--- src/hw/rtl/qsc_pkg.sv ---
// Shared widths, register addresses and stage payload types for the quad scissor clip pipeline.
package qsc_pkg;

  localparam int COORD_W = 16;
  localparam int TEX_W   = 16;
  localparam int SPAN_W  = COORD_W + 1;
  localparam int PROD_W  = SPAN_W + TEX_W;
  localparam int QUO_W   = TEX_W;

  localparam logic [1:0] REG_SC_LEFT   = 2'd0;
  localparam logic [1:0] REG_SC_BOTTOM = 2'd1;
  localparam logic [1:0] REG_SC_WIDTH  = 2'd2;
  localparam logic [1:0] REG_SC_HEIGHT = 2'd3;

  typedef struct packed {
    logic signed [COORD_W-1:0] cl;
    logic signed [COORD_W-1:0] ct;
    logic signed [COORD_W-1:0] cr;
    logic signed [COORD_W-1:0] cb;
    logic                      empty;
    logic [SPAN_W-1:0]         w;
    logic [SPAN_W-1:0]         h;
    logic [SPAN_W-1:0]         off_l;
    logic [SPAN_W-1:0]         off_r;
    logic [SPAN_W-1:0]         off_t;
    logic [SPAN_W-1:0]         off_b;
    logic [TEX_W-1:0]          ul;
    logic [TEX_W-1:0]          vb;
    logic [TEX_W-1:0]          us_mag;
    logic [TEX_W-1:0]          vs_mag;
    logic                      us_neg;
    logic                      vs_neg;
  } qsc_clamp_t;

  typedef struct packed {
    logic signed [COORD_W-1:0] cl;
    logic signed [COORD_W-1:0] ct;
    logic signed [COORD_W-1:0] cr;
    logic signed [COORD_W-1:0] cb;
    logic                      empty;
    logic [TEX_W-1:0]          ul;
    logic [TEX_W-1:0]          vb;
    logic                      us_neg;
    logic                      vs_neg;
  } qsc_side_t;

endpackage

--- src/hw/rtl/qsc_clamp.sv ---
// First stage: clamp quad edges to the scissor box, form spans, offsets and strides.
module qsc_clamp (
  input  logic                          clk,
  input  logic                          en,
  input  logic signed [15:0]            sc_left,
  input  logic signed [15:0]            sc_bottom,
  input  logic [14:0]                   sc_width,
  input  logic [14:0]                   sc_height,
  input  logic signed [15:0]            quad_left,
  input  logic signed [15:0]            quad_top,
  input  logic signed [15:0]            quad_right,
  input  logic signed [15:0]            quad_bottom,
  input  logic [15:0]                   tex_u_left,
  input  logic [15:0]                   tex_u_right,
  input  logic [15:0]                   tex_v_top,
  input  logic [15:0]                   tex_v_bottom,
  output qsc_pkg::qsc_clamp_t           clamp_r
);
  import qsc_pkg::*;

  logic signed [SPAN_W-1:0]  x_far;
  logic signed [SPAN_W-1:0]  y_far;
  logic signed [COORD_W-1:0] cl, ct, cr, cb;
  logic signed [SPAN_W-1:0]  us, vs;
  qsc_clamp_t                clamp_nxt;

  always_comb begin
    x_far = $signed({sc_left[15], sc_left}) + $signed({2'b00, sc_width});
    y_far = $signed({sc_bottom[15], sc_bottom}) + $signed({2'b00, sc_height});
    cl = (quad_left > sc_left) ? quad_left : sc_left;
    cb = (quad_bottom > sc_bottom) ? quad_bottom : sc_bottom;
    cr = (x_far < $signed({quad_right[15], quad_right})) ? x_far[COORD_W-1:0] : quad_right;
    ct = (y_far < $signed({quad_top[15], quad_top})) ? y_far[COORD_W-1:0] : quad_top;
    us = $signed({1'b0, tex_u_right}) - $signed({1'b0, tex_u_left});
    vs = $signed({1'b0, tex_v_top}) - $signed({1'b0, tex_v_bottom});

    clamp_nxt.cl     = cl;
    clamp_nxt.ct     = ct;
    clamp_nxt.cr     = cr;
    clamp_nxt.cb     = cb;
    clamp_nxt.empty  = (cl >= cr) || (ct <= cb);
    clamp_nxt.w      = {quad_right[15], quad_right} - {quad_left[15], quad_left};
    clamp_nxt.h      = {quad_top[15], quad_top} - {quad_bottom[15], quad_bottom};
    clamp_nxt.off_l  = {cl[15], cl} - {quad_left[15], quad_left};
    clamp_nxt.off_r  = {cr[15], cr} - {quad_left[15], quad_left};
    clamp_nxt.off_t  = {ct[15], ct} - {quad_bottom[15], quad_bottom};
    clamp_nxt.off_b  = {cb[15], cb} - {quad_bottom[15], quad_bottom};
    clamp_nxt.ul     = tex_u_left;
    clamp_nxt.vb     = tex_v_bottom;
    clamp_nxt.us_neg = us[SPAN_W-1];
    clamp_nxt.vs_neg = vs[SPAN_W-1];
    clamp_nxt.us_mag = us[SPAN_W-1] ? TEX_W'(-us) : us[TEX_W-1:0];
    clamp_nxt.vs_mag = vs[SPAN_W-1] ? TEX_W'(-vs) : vs[TEX_W-1:0];
  end

  always_ff @(posedge clk) begin
    if (en) begin
      clamp_r <= clamp_nxt;
    end
  end

endmodule

--- config.mk ---
export PLATFORM = sky130hd
export DESIGN_NAME = qsc_clamp
export DESIGN_NICKNAME = d
export VERILOG_FILES = /design/src/hw/rtl/qsc_pkg.sv /design/src/hw/rtl/qsc_clamp.sv
export SDC_FILE = /design/constraint.sdc
export NUM_CORES = 1
export LEC_CHECK = 0
export BUFFER_PORTS_ARGS = -buffer_cell sky130_fd_sc_hd__buf_2
export CORE_MARGIN = 1.5
export CORE_UTILIZATION = 60
export CTS_CLUSTER_SIZE = 12
export DETAILED_ROUTE_END_ITERATION = 8
export HOLD_SLACK_MARGIN = 0.1
export PLACE_DENSITY = 0.95
export SETUP_SLACK_MARGIN = 0.2
export SYNTH_ARGS = -nofsm -noshare
export SYNTH_HDL_FRONTEND = slang
export SYNTH_SLANG_ARGS = --single-unit
--- constraint.sdc ---
create_clock -name clk -period 18.06 [get_ports clk]
set_clock_uncertainty 0.1 [all_clocks]
set_input_delay 0 -clock clk [delete_from_list [all_inputs] [get_ports clk]]
set_output_delay 0 -clock clk [all_outputs]
set_load 0.005 [all_outputs]
# [Yosys cells after proc, flatten, opt, wreduce, memory -nomap -nowiden]
# Index checks and enable logic that the tools add are counted.
[op_classes] add_sub_neg=12 n_reduce_logical=1 muxes=6 n_lt_le_gt_ge=6
[ops] cell="16-bit by 16-bit subtractor with 17-bit output" n=8
[ops] cell="16-bit 2-to-1 mux" n=6
[ops] cell="16-bit by 16-bit adder with 17-bit output" n=2
[ops] cell="17-bit by 16-bit less-than comparator with 1-bit output" n=2
[ops] cell="16-bit > comparator" n=2
[ops] cell="16-bit negator" n=2
[ops] cell="16-bit >= comparator" n=1
[ops] cell="16-bit <= comparator" n=1
[ops] cell="1-bit logical OR" n=1
[totals] out_inout_bits=233 reg_bits=233 in_bits=192

# [Depth between registers and ports, before layout]
[depth] depth_word=5 depth_mapped=31 depth_no_buf=30

# [Least setup slack after synthesis]
# No wires, ideal clock.
[synth_path] kind="input port to flip-flop" start="input sc_left[0]" end="register clamp_r[116] (netlist bit), data pin" cell_stages=30 n_path_buf=1 setup_time_ns=0.257 required_time_ns=17.703 arrival_ns=6.104 slack_ns=11.600 cell_sequence="ha_1 -> inv_1 -> fa_1 -> nor2b_1 -> o21ai_1 -> a21boi_1 -> o21ai_1 -> a2111oi_2 -> a311oi_1 -> o41ai_2 -> xor2_1 -> ha_1 -> and4_1 -> a21oi_1 -> o21ai_1 -> or4b_1 -> o22a_1 -> buf_1 -> mux2i_1 -> ha_1 -> fa_1 -> nor2b_1 -> o21ai_0 -> a21boi_0 -> o21ai_0 -> a21oi_1 -> a41oi_1 -> a221oi_1 -> a41o_1 -> o2bb2ai_1"
[synth_rtl] item="start, declared" line="qsc_clamp.sv:5" rtl="input logic signed [15:0] sc_left,"
[synth_rtl] item="end signal, assigned" line="qsc_clamp.sv:58" rtl="clamp_r <= clamp_nxt;"
[synth_rtl] item="end, declared" line="qsc_clamp.sv:17" rtl="output qsc_pkg::qsc_clamp_t clamp_r"

==> metrics <==
most frequent cells in the layout=423 x buf_2, 255 x ha_1, 233 x edfxtp_1, 219 x inv_1, 191 x dlygate4sd3_1; clk root buf=clkbuf_16; via density per instance=6.28; Leak=about 11 nW; sequential area share after synthesis=between 30% and 40%; WP data arrival=7.71 ns; hold path cells=2; EDFF count, synth=~230; htree depth=1; fraction of registers with async set or reset after synthesis=0%; # Post-CTS Setup Buffers=0; vias in the first global route=17,842; Post-Place Cells=between 2,000 and 3,000; initial core utilization=just over 60%; maximum VDD drop=0.0744 mV; Longest Clk Path Bufs=3; slowest CP cell=dlygate4sd3_1; worst slew pin tran=roughly 1.1 ns; critical setup path kind=primary input to register; die area=~32,000 um2; CTS tree=built; IO Count=approximately 430; Most flops, register=clamp_r; max reg flops=between 200 and 250; DIE HEIGHT=~180 um; post-CTS sizing=0; Fin Setup TNS=0 ns; total power=2.25 mW; YS warnings=0; Final Util=~80%; clk slew on worst S/H paths=0.06 ns; Final Cell Area=23,700 um2; Slew Viols, Final=0; gpl congestion=0.992; total grt overflow=0; Via Count=~18,000; Place WS=approximately 11 ns; layout cell share with drive strength beyond 1=roughly a fifth; largest net degree at the start of global routing=83; crit-path max FO=6; final worst slack=between 10 and 15 ns; residual DRC count=0; outcome=finished, final reports clean; slew margin rel.=between 20% and 30%; largest registers=clamp_r x233; cell count after synthesis=about 1,800; crit path capture type=register; Worst Setup Start Kind=primary input; Post-DRT Antenna Nets=0; # nets final=2,909; non-filler cells, final=about 2,900; initial antenna violation count=7; Min Hold Slack=0.105 ns; I/O Buffers=~420; Post-DP HPWL=~44,000 um; core outline area=~30,000 um2; Worst Hold Class=primary input to register; Syn Nets=between 2,000 and 2,500; Synth Register Bits=233; Data required, critical path=approximately 18 ns; drt pass-1 iters=6; post-detailed-routing wire length=62,900 um; Avg Synthesized Cell Area=just over 10 um2; fin crit period=7.51 ns; RSZ-0062 raised after global routing=false; global-route wire length before repair=~94,000 um; Die Span X=around 180 um; cts bufs inserted=26; row count=63; most common cell after layout, fill and taps aside=buf_2; Sink Count=approximately 230; setup violators final=0; per-cell routed wire length=~22 um; Cell variety after synth=80; DRT iter0 DRCs=1,835; GRT Overall Usage=about two fifths; Main synth FF type=edfxtp_1; pwr dens=about 95 nW/um2; crit-path max cell delay=0.54 ns; Max Cap Violations=0; placed cell areas=between 20,000 and 25,000 um2; Max Freq=around 130 MHz; Netlist Area Pre-Place=approximately 18,000 um2; Layout area overhead=29.1%; Final Cycle Share=41.6%; Final Hold Fails=0
[synth_stat cells, drive strengths merged, types with 8 or more instances]
cell | number | area share (%)
inv | 220 | 4.5
nand4 | 21 | 0.72
buf | 9 | 0.23
nor3 | 62 | 1.7
a31oi | 13 | 0.44
xor2 | 41 | 2.0
nor4 | 13 | 0.44
fa | 10 | 1.1
a221oi | 9 | 0.43
and2 | 8 | 0.27
a21o | 43 | 1.8
clkbuf | 8 | 0.16
o21ai | 91 | 2.5
nand3b | 10 | 0.41
xnor2 | 84 | 4.0
ha | 255 | 17
a21oi | 93 | 2.6
nor2b | 43 | 1.5
a21boi | 15 | 0.61
mux2 | 29 | 1.8
nor2 | 95 | 1.9
o31ai | 10 | 0.44
mux2i | 50 | 2.7
nand2b | 17 | 0.58
nand2 | 109 | 2.2
o21a | 19 | 0.78
a2111oi | 9 | 0.47
o211ai | 10 | 0.41
and3 | 12 | 0.41
nand3 | 52 | 1.4
edfxtp | 233 | 38
a211oi | 18 | 0.76
or3 | 25 | 0.85
[layer usage]
metal | up-vias | part of all wire (%) | track usage [%] | wire [um]
met3 | 316 | 11 | 10.2 | 7100
met5 | - | 0.037 | 0 | 23
li1 | 7974 | - | - | -
met2 | 1294 | 48 | 67.5 | 30200
met4 | 4 | 6.4 | 22.9 | 4010
met1 | 8392 | 34 | 43.4 | 21600
[repair_timing]
item	CTS	global route
hold endpoints to repair	246	1
setup endpoints to repair	0	0
hold buffers	190	1
[area by class of cell]
class | count | area (um2)
flip-flops and latches | 233 | 7000
clock inverters | 15 | 141
clock buffers | 29 | 683
inverters | 220 | 826
multi-input cells | 1351 | 10400
repair buffers | 620 | 4080
fillers | 1699 | 6210
well taps | 390 | 488
diodes | 5 | 12.5
[report_power, final]
| part | total (mW) | switching, mW | internal, mW |
|---|---|---|---|
| Sequential | 0.783 | 0.0414 | 0.741 |
| Clock | 0.538 | 0.227 | 0.311 |
| Combinational | 0.931 | 0.527 | 0.404 |
| Total | 2.25 | 0.796 | 1.46 |
[critical path, delay by kind of cell]
kind / cells / cell delay, ns
xor gates and xnor gates: 1 / 0.30
adders and majority gates: 5 / 1.52
and+or+nand+nor: 4 / 0.94
buffers and inverters: 3 / 0.75
AOI/OAI and AO/OA: 17 / 4.01
muxes: 1 / 0.18
[logic make-up after synthesis]
kind of cell	Yosys count	synth area share [%]
and+or+nand+nor	489	13.5
AOI/OAI and AO/OA	392	14.4
adders and majority gates	266	18.6
buffers and inverters	237	4.90
DFF	233	38.2
xor gates and xnor gates	125	5.97
muxes	79	4.51
[path summary, 6_finish.rpt]
| path | slack [ns] | to | start |
|---|---|---|---|
| setup / recovery | 10.55 | clamp_r[116]$_DFFE_PP_ | sc_left[0] |
| hold / removal | 0.10 | clamp_r[48]$_DFFE_PP_ | tex_v_bottom[14] |
(Power assumes the default switching activity.)
