## src/hw/rtl/qsc_pkg.sv

```systemverilog
// Shared widths, register addresses and stage payload types for the quad scissor clip pipeline.
package qsc_pkg;

  localparam int COORD_W = 16;
  localparam int TEX_W   = 16;
  localparam int SPAN_W  = COORD_W + 1;
  localparam int PROD_W  = SPAN_W + TEX_W;
  localparam int QUO_W   = TEX_W;

  localparam logic [1:0] REG_SC_LEFT   = 2'd0;
  localparam logic [1:0] REG_SC_BOTTOM = 2'd1;
  localparam logic [1:0] REG_SC_WIDTH  = 2'd2;
  localparam logic [1:0] REG_SC_HEIGHT = 2'd3;

  typedef struct packed {
    logic signed [COORD_W-1:0] cl;
    logic signed [COORD_W-1:0] ct;
    logic signed [COORD_W-1:0] cr;
    logic signed [COORD_W-1:0] cb;
    logic                      empty;
    logic [SPAN_W-1:0]         w;
    logic [SPAN_W-1:0]         h;
    logic [SPAN_W-1:0]         off_l;
    logic [SPAN_W-1:0]         off_r;
    logic [SPAN_W-1:0]         off_t;
    logic [SPAN_W-1:0]         off_b;
    logic [TEX_W-1:0]          ul;
    logic [TEX_W-1:0]          vb;
    logic [TEX_W-1:0]          us_mag;
    logic [TEX_W-1:0]          vs_mag;
    logic                      us_neg;
    logic                      vs_neg;
  } qsc_clamp_t;

  typedef struct packed {
    logic signed [COORD_W-1:0] cl;
    logic signed [COORD_W-1:0] ct;
    logic signed [COORD_W-1:0] cr;
    logic signed [COORD_W-1:0] cb;
    logic                      empty;
    logic [TEX_W-1:0]          ul;
    logic [TEX_W-1:0]          vb;
    logic                      us_neg;
    logic                      vs_neg;
  } qsc_side_t;

endpackage

```

## src/hw/rtl/qsc_div.sv

```systemverilog
// Pipelined restoring divider, one quotient bit per stage.
module qsc_div (
  input  logic                        clk,
  input  logic                        en,
  input  logic [qsc_pkg::PROD_W-1:0]  num,
  input  logic [qsc_pkg::SPAN_W-1:0]  den,
  output logic [qsc_pkg::QUO_W-1:0]   quo
);
  import qsc_pkg::*;

  genvar s;
  generate
    for (s = 0; s < QUO_W; s++) begin : g_stage
      localparam int BIT = QUO_W - 1 - s;
      logic [PROD_W-1:0] rem_in;
      logic [SPAN_W-1:0] den_in;
      logic [QUO_W-1:0]  quo_in;
      logic [PROD_W-1:0] dsh;
      logic              take;
      logic [PROD_W-1:0] rem_r;
      logic [SPAN_W-1:0] den_r;
      logic [QUO_W-1:0]  quo_r;

      if (s == 0) begin : g_first
        assign rem_in = num;
        assign den_in = den;
        assign quo_in = '0;
      end else begin : g_next
        assign rem_in = g_stage[s-1].rem_r;
        assign den_in = g_stage[s-1].den_r;
        assign quo_in = g_stage[s-1].quo_r;
      end

      assign dsh  = PROD_W'(den_in) << BIT;
      assign take = (rem_in >= dsh);

      always_ff @(posedge clk) begin
        if (en) begin
          rem_r <= take ? (rem_in - dsh) : rem_in;
          den_r <= den_in;
          quo_r <= quo_in | (QUO_W'(take) << BIT);
        end
      end
    end
  endgenerate

  assign quo = g_stage[QUO_W-1].quo_r;

endmodule

```

## config.mk

```make
export PLATFORM = sky130hd
export DESIGN_NAME = qsc_div
export DESIGN_NICKNAME = d
export VERILOG_FILES = /design/src/hw/rtl/qsc_pkg.sv /design/src/hw/rtl/qsc_div.sv
export SDC_FILE = /design/constraint.sdc
export NUM_CORES = 1
export LEC_CHECK = 0
export BUFFER_PORTS_ARGS = -buffer_cell sky130_fd_sc_hd__buf_2
export CORE_ASPECT_RATIO = 1.5
export CORE_UTILIZATION = 64
export CTS_BUF_LIST = sky130_fd_sc_hd__clkbuf_4 sky130_fd_sc_hd__clkbuf_8
export CTS_CLUSTER_DIAMETER = 60
export DETAILED_ROUTE_END_ITERATION = 10
export PLACE_DENSITY = 0.9
export SYNTH_ARGS = -nofsm -noshare
export SYNTH_HDL_FRONTEND = slang
export SYNTH_SLANG_ARGS = --single-unit
```

## constraint.sdc

```tcl
create_clock -name clk -period 3.8 [get_ports clk]
set_input_delay 0.57 -clock clk [delete_from_list [all_inputs] [get_ports clk]]
set_output_delay 0.57 -clock clk [all_outputs]
set_load 0.02 [all_outputs]
```

* Yosys cells after proc, flatten, opt, wreduce, memory -nomap -nowiden *
Cells that the tools add are included.
Widths: inputs -> output; s select.

operators by class
  reductions and logical operators = 0
  add/sub/neg operators = 15
  eq/ne operators = 0
  div/mod/pow operators = 0
  order comparisons = 16
  multiply operators = 0
  multiplexer cells = 15
  shifts and indexed selects = 0
  bitwise logic cells = 15

operators with widths
  operator          number
  $mux 33           15
  $ge 33x17->1      1
  $ge 33x18->1      1
  $ge 33x19->1      1
  $ge 33x20->1      1
  $ge 33x21->1      1
  $ge 33x22->1      1
  $ge 33x23->1      1
  $ge 33x24->1      1
  $ge 33x25->1      1
  $ge 33x26->1      1
  $ge 33x27->1      1
  $ge 33x28->1      1
  $ge 33x29->1      1
  $ge 33x30->1      1
  $ge 33x31->1      1
  $ge 33x32->1      1
  $sub 33x18->33    1
  $sub 33x19->33    1
  $sub 33x20->33    1
  $sub 33x21->33    1
  $sub 33x22->33    1
  $sub 33x23->33    1
  $sub 33x24->33    1
  other kinds (23)  23

storage, ports and cells
  bits in registers = 991
  latch bits = 0
  memory bits (read-only) = 0
  bits in writable memories = 0
  memories = 0
  output and inout bits = 16

* Longest topological paths before layout *
  depth after elaboration = 2
  mapped depth = 14
  mapped depth without buffers = 13

* Worst setup path before layout *
No wires, ideal clock.

  path kind = register to register
  start point = register g_stage[1].rem_r[13]
  end point = register g_stage[2].rem_r[27], data pin
  required time = 3.540 ns
  setup slack = 0.401 ns
  cell stages (with the launch flop) = 14
  period minus slack after synthesis = 3.399 ns
  library setup time = 0.260 ns
  arrival = 3.139 ns
  buffers on the path = 1
  cells stage by stage = edfxtp_1 inv_1 ha_1 inv_1 fa_1 a21o_1 a21oi_1 o221ai_1 o31a_1 o221a_2 a221oi_1 o21ai_1 buf_2 mux2_2

on the way
  word-level cells in the longest chain between the ends = 2
  elaborated cells between the ends (all ways) = 3
  classes of those cells = add/sub (1); order compare (1); mux (1)

RTL lines
  what                                                   line                          source
  start: declaration                                     qsc_div.sv:20                 logic [PROD_W-1:0] rem_r;
  start signal: assignment                               qsc_div.sv:39                 rem_r <= take ? (rem_in - dsh) : rem_in;
  $sub 33x30->33 / $ge 33x30->1 (equally long branches)  qsc_div.sv:39, qsc_div.sv:35
  $mux 33 (*)                                            qsc_div.sv:39
  end signal: assignment                                 qsc_div.sv:39
  end: declaration                                       qsc_div.sv:20

Every way passes the cells marked *; elsewhere a longest branch is shown, timed or not.
A chain may end at the register's enable or synchronous reset.

* Worst setup path in the final report *
  start point = register g_stage[0].rem_r[30]
  end point = register g_stage[1].rem_r[24], data pin

on the way
  word-level cells in the longest chain between the ends = 2

RTL lines
  what                      line           source
  start: declaration        qsc_div.sv:20
  start signal: assignment  qsc_div.sv:39
  $ge 33x31->1              qsc_div.sv:35  assign take = (rem_in >= dsh);
  $mux 33                   qsc_div.sv:39

Every way passes these cells.

==> results_dict.tcl <==
set metrics [dict create \
    place_congestion 0.950 \
    ios 68 \
    stdcell_area_sq_um 50100 \
    cts_buffers 135 \
    status "complete, no violations" \
    total_leakage_power_uw 0.0196 \
    p_int_uw 22600 \
    port_buffers 67 \
    seqPwrFrac_pct 43.1 \
    clockBufferDepth 3 \
    placed_area_sq_um 47200 \
    drt_wl_total_mm 97.8 \
    p_total_uw 34400 \
    insertion_delay_ns 0.80 \
    std_cell_rows 119 \
    yosys.area.top_type "edfxtp_1" \
    hold_start "num[18]" \
    slew_headroom_pct 38.5 \
    syn_nets 4091 \
    die_w_um 219 \
    end_kind "flip-flop" \
    antenna_found_initial 1 \
    grt_pass1_vias 32600 \
    setup_ws_ns 0.101 \
    ys_ff_latch 886 \
    synth_area_leaders "edfxtp_1, ha_1, xnor2_1" \
    r2r_start "g_stage[0].rem_r[30]" \
    cts_setup_buffers 0 \
    via_count 30500 \
    drc 0 \
    rsz0062_at_grt "false" \
    ir_drop_mv 0.487 \
    routed_via_density 6.10 \
    worst_pin_slew_ns 0.916 \
    hp-class "input port to flip-flop" \
    setup_viol 0 \
    syn_inst 3752 \
    regToRegSetupSlack_ns 0.10 \
    syn_area_sq_um 45300 \
    grtUsageTotal_pct 27.8 \
    yosysSeqAreaShare_pct 58.8 \
    avgSynthCellArea_sq_um 12.1 \
    cts.clk_slew.worst_paths_ns 0.07 \
    synth_fa_ha_area_share_pct 8.18 \
    dieArea_sq_um 71800 \
    hold_ws_ns 0.0994 \
    startpoint_type "flip-flop" \
    grt_overflow 0 \
    crit_path_end "g_stage[1].rem_r[24]" \
    finalHoldViolCount 0 \
    htreeDepth 4 \
    die_y_um 328 \
    cts_root_buf "clkbuf_8" \
    regArea_sq_um 26600 \
    synth_top_family_by_area "compound AO/OA/AOI/OAI gates" \
    synth_compound_area_share_pct 11.3 \
    postRouteAntennaNets 0 \
    routedWlPerCell_um 19.6 \
    synth_ff_type "edfxtp_1" \
    muxShareOfSynthArea_pct 1.63 \
    async_flop_share_pct 0 \
    start_util_pct 64.5 \
    critical_path_class "flip-flop to flip-flop" \
    startpoint "g_stage[0].rem_r[30]" \
    finalCritPeriodShare_pct 97.3 \
    synth_top_area_share_pct 58.8 \
    cts_sinks 886 \
    layout-drive-gt1-share_pct 10.9 \
    slew_violations 0 \
    synth.distinct_cells 80 \
    r2r-end "g_stage[1].rem_r[24]" \
    switching_share_pct 34.2 \
    fill_cells 4346 \
    yosysWarnings 0 \
    worstPathRequired_ns 4.33 \
    path_max_fanout 28 \
    p_comb_share_pct 35.2 \
    grt_max_degree 101 \
    arrival_ns 4.23 \
    p_per_area_nw_per_um2 686 \
    fp.coreArea_sq_um 70100 \
    reg2reg_depth 9 \
    cts_tree "built" \
    synth_edf_count 886 \
    pre_cts_ws_ns -0.0186 \
    post-route-min-period_ns 3.70 \
    clockPowerShare_pct 21.6 \
    synth_xor_area_share_pct 5.92 \
    syn2layout_area_growth_pct 10.7 \
    dp_hpwl_mm 69.9 \
    power_switching_uw 11700 \
    maxCapViolations 0 \
    synthSimpleGateAreaFrac_pct 10.8 \
    fmaxAchievable_mhz 270 \
    nets 4340 \
    multi_input_area_sq_um 17200 \
    grt_pass1_wl_mm 155 \
    drtIter0Drc 1886 \
    drt_first_pass_iters 5 \
    finClkSkew_ns 0.0417 \
]
-- metal layers --
metal  wire length, um  part of all wire [%]  global-route usage (%)  vias to the layer above
met1             28200                    29                    21.3                    14600
li1                  -                     -                       -                    14300
met3              3800                   3.9                    4.81                      505
met5                 0                     0                       0                        -
met4             10300                    11                    27.3                        0
met2             55500                    57                    54.8                     1078
-- cell families (layout without fill, tap and decap cells) --
logic type | Yosys count | in the layout
and+or+nand+nor | 979 | 979
DFF | 886 | 886
AOI/OAI and AO/OA | 821 | 821
buffers and inverters | 407 | 750
xor gates and xnor gates | 306 | 306
adders and majority gates | 287 | 287
muxes | 66 | 66
other | 0 | 1
-- state kept, by name (all words and copies together) (netlist names) --
signal          cells
g_stage.rem_in     33
quo                16
g_stage.den_in     17
g_stage.quo_in     10
g_stage.quo_r     110
g_stage.den_r     238
g_stage.rem_r     462
-- how the worst min path moves through the flow --
stage / end / slack, ns / cells past startpoint
2_1_floorplan: g_stage[10].quo_in[10] / 0.40 / 0
3_3_place_gp: quo[4] / 0.40 / 0
3_5_place_dp: g_stage[10].quo_r[12] / 0.40 / 0
4_1_cts: g_stage[0].rem_r[19] / 0.05 / 2
5_1_grt: g_stage[0].rem_r[18] / 0.08 / 2
6_report: g_stage[0].rem_r[18] / 0.1 / 2
-- synth_stat cells (17+ instances only) --
library cell / n
a211oi_1: 20
a21o_1: 105
a21oi_1: 258
a31oi_1: 25
and3_1: 19
clkbuf_1: 42
edfxtp_1: 886
ha_1: 272
inv_1: 347
mux2_2: 59
nand2_1: 240
nand2b_1: 58
nand3_1: 66
nand4_1: 32
nor2_1: 256
nor2b_1: 50
nor3_1: 74
nor4_1: 47
nor4b_1: 17
o21a_1: 38
o21ai_0: 215
o21bai_1: 20
o31ai_1: 18
or2_2: 18
or3_1: 25
or4_1: 19
xnor2_1: 166
xor2_1: 140
-- per-stage QoR --
step / TNS, ns / cells / utilization, %
finish: 0 / 5003 / 71.4
global route: 0 / 5003 / 71.4
CTS: 0 / 5002 / 71.4
detailed placement: -0.0570 / 4739 / 67.4
global placement: -0.0611 / 4739 / 67.4
floorplan: 0 / 3752 / -
-- power by group through the flow --
stage	registers (uW)	logic [uW]	clock network, uW
after floorplan	14500	8940	0
after global placement	14800	11200	0
after detailed placement	15000	11800	0
after CTS	14800	11900	7520
after global routing	15000	13300	7940
final	14800	12100	7430
-- cell usage in the layout, fill, tap and decap left out, types with 15 or more instances in the layout --
cell | synthesis | final
a31oi_1 | 25 | 25
buf_2 | 9 | 66
nand3_1 | 66 | 66
o31ai_1 | 18 | 17
o211ai_1 | 15 | 15
and3_1 | 19 | 19
nand2b_1 | 58 | 58
or4_1 | 19 | 19
fa_1 | 15 | 15
o21a_1 | 38 | 38
nor2_1 | 256 | 256
nand2_1 | 240 | 240
a211oi_1 | 20 | 19
buf_4 | 0 | 55
nor3_1 | 74 | 74
nand4_1 | 32 | 32
clkinv_1 | 1 | 35
ha_1 | 272 | 272
xnor2_1 | 166 | 166
or3_1 | 25 | 25
or2_2 | 18 | 18
xor2_1 | 140 | 140
nor4b_1 | 17 | 16
clkbuf_4 | 0 | 37
nor4_1 | 47 | 46
nor2b_1 | 50 | 50
o21bai_1 | 20 | 20
o21ai_0 | 215 | 215
a21oi_1 | 258 | 258
edfxtp_1 | 886 | 886
dlygate4sd3_1 | 0 | 32
inv_1 | 347 | 347
mux2_2 | 59 | 59
a21o_1 | 105 | 105
clkbuf_8 | 0 | 136
-- cell type report --
class / count / share of cell area [%]
tap: 907 / 2.27
inverter: 351 / 2.64
timing repair buffer: 168 / 2.71
sequential: 886 / 53.1
clock inverter: 58 / 0.672
clock buffer: 173 / 4.29
multi-input combinational: 2459 / 34.3
antenna: 1 / 0.00500
-- worst max-delay path: stages, from the launching register on --
cell	delay, ns
edfxtp_1	0.41
ha_1	0.52
nand4b_1	0.17
nor4_2	0.45
nand4_1	0.32
or4_1	0.65
nand3_1	0.20
a211oi_2	0.09
inv_4	0.26
mux2_2	0.38
-- repair_timing --
item | in CTS | in global routing
gates resized for setup | 1 | 6
endpoints found under the hold margin | 32 | 0
hold buffers | 32 | 0
setup endpoints to repair | 4 | 23
pin swaps | 0 | 0
Power figures use the tool's default switching activity.
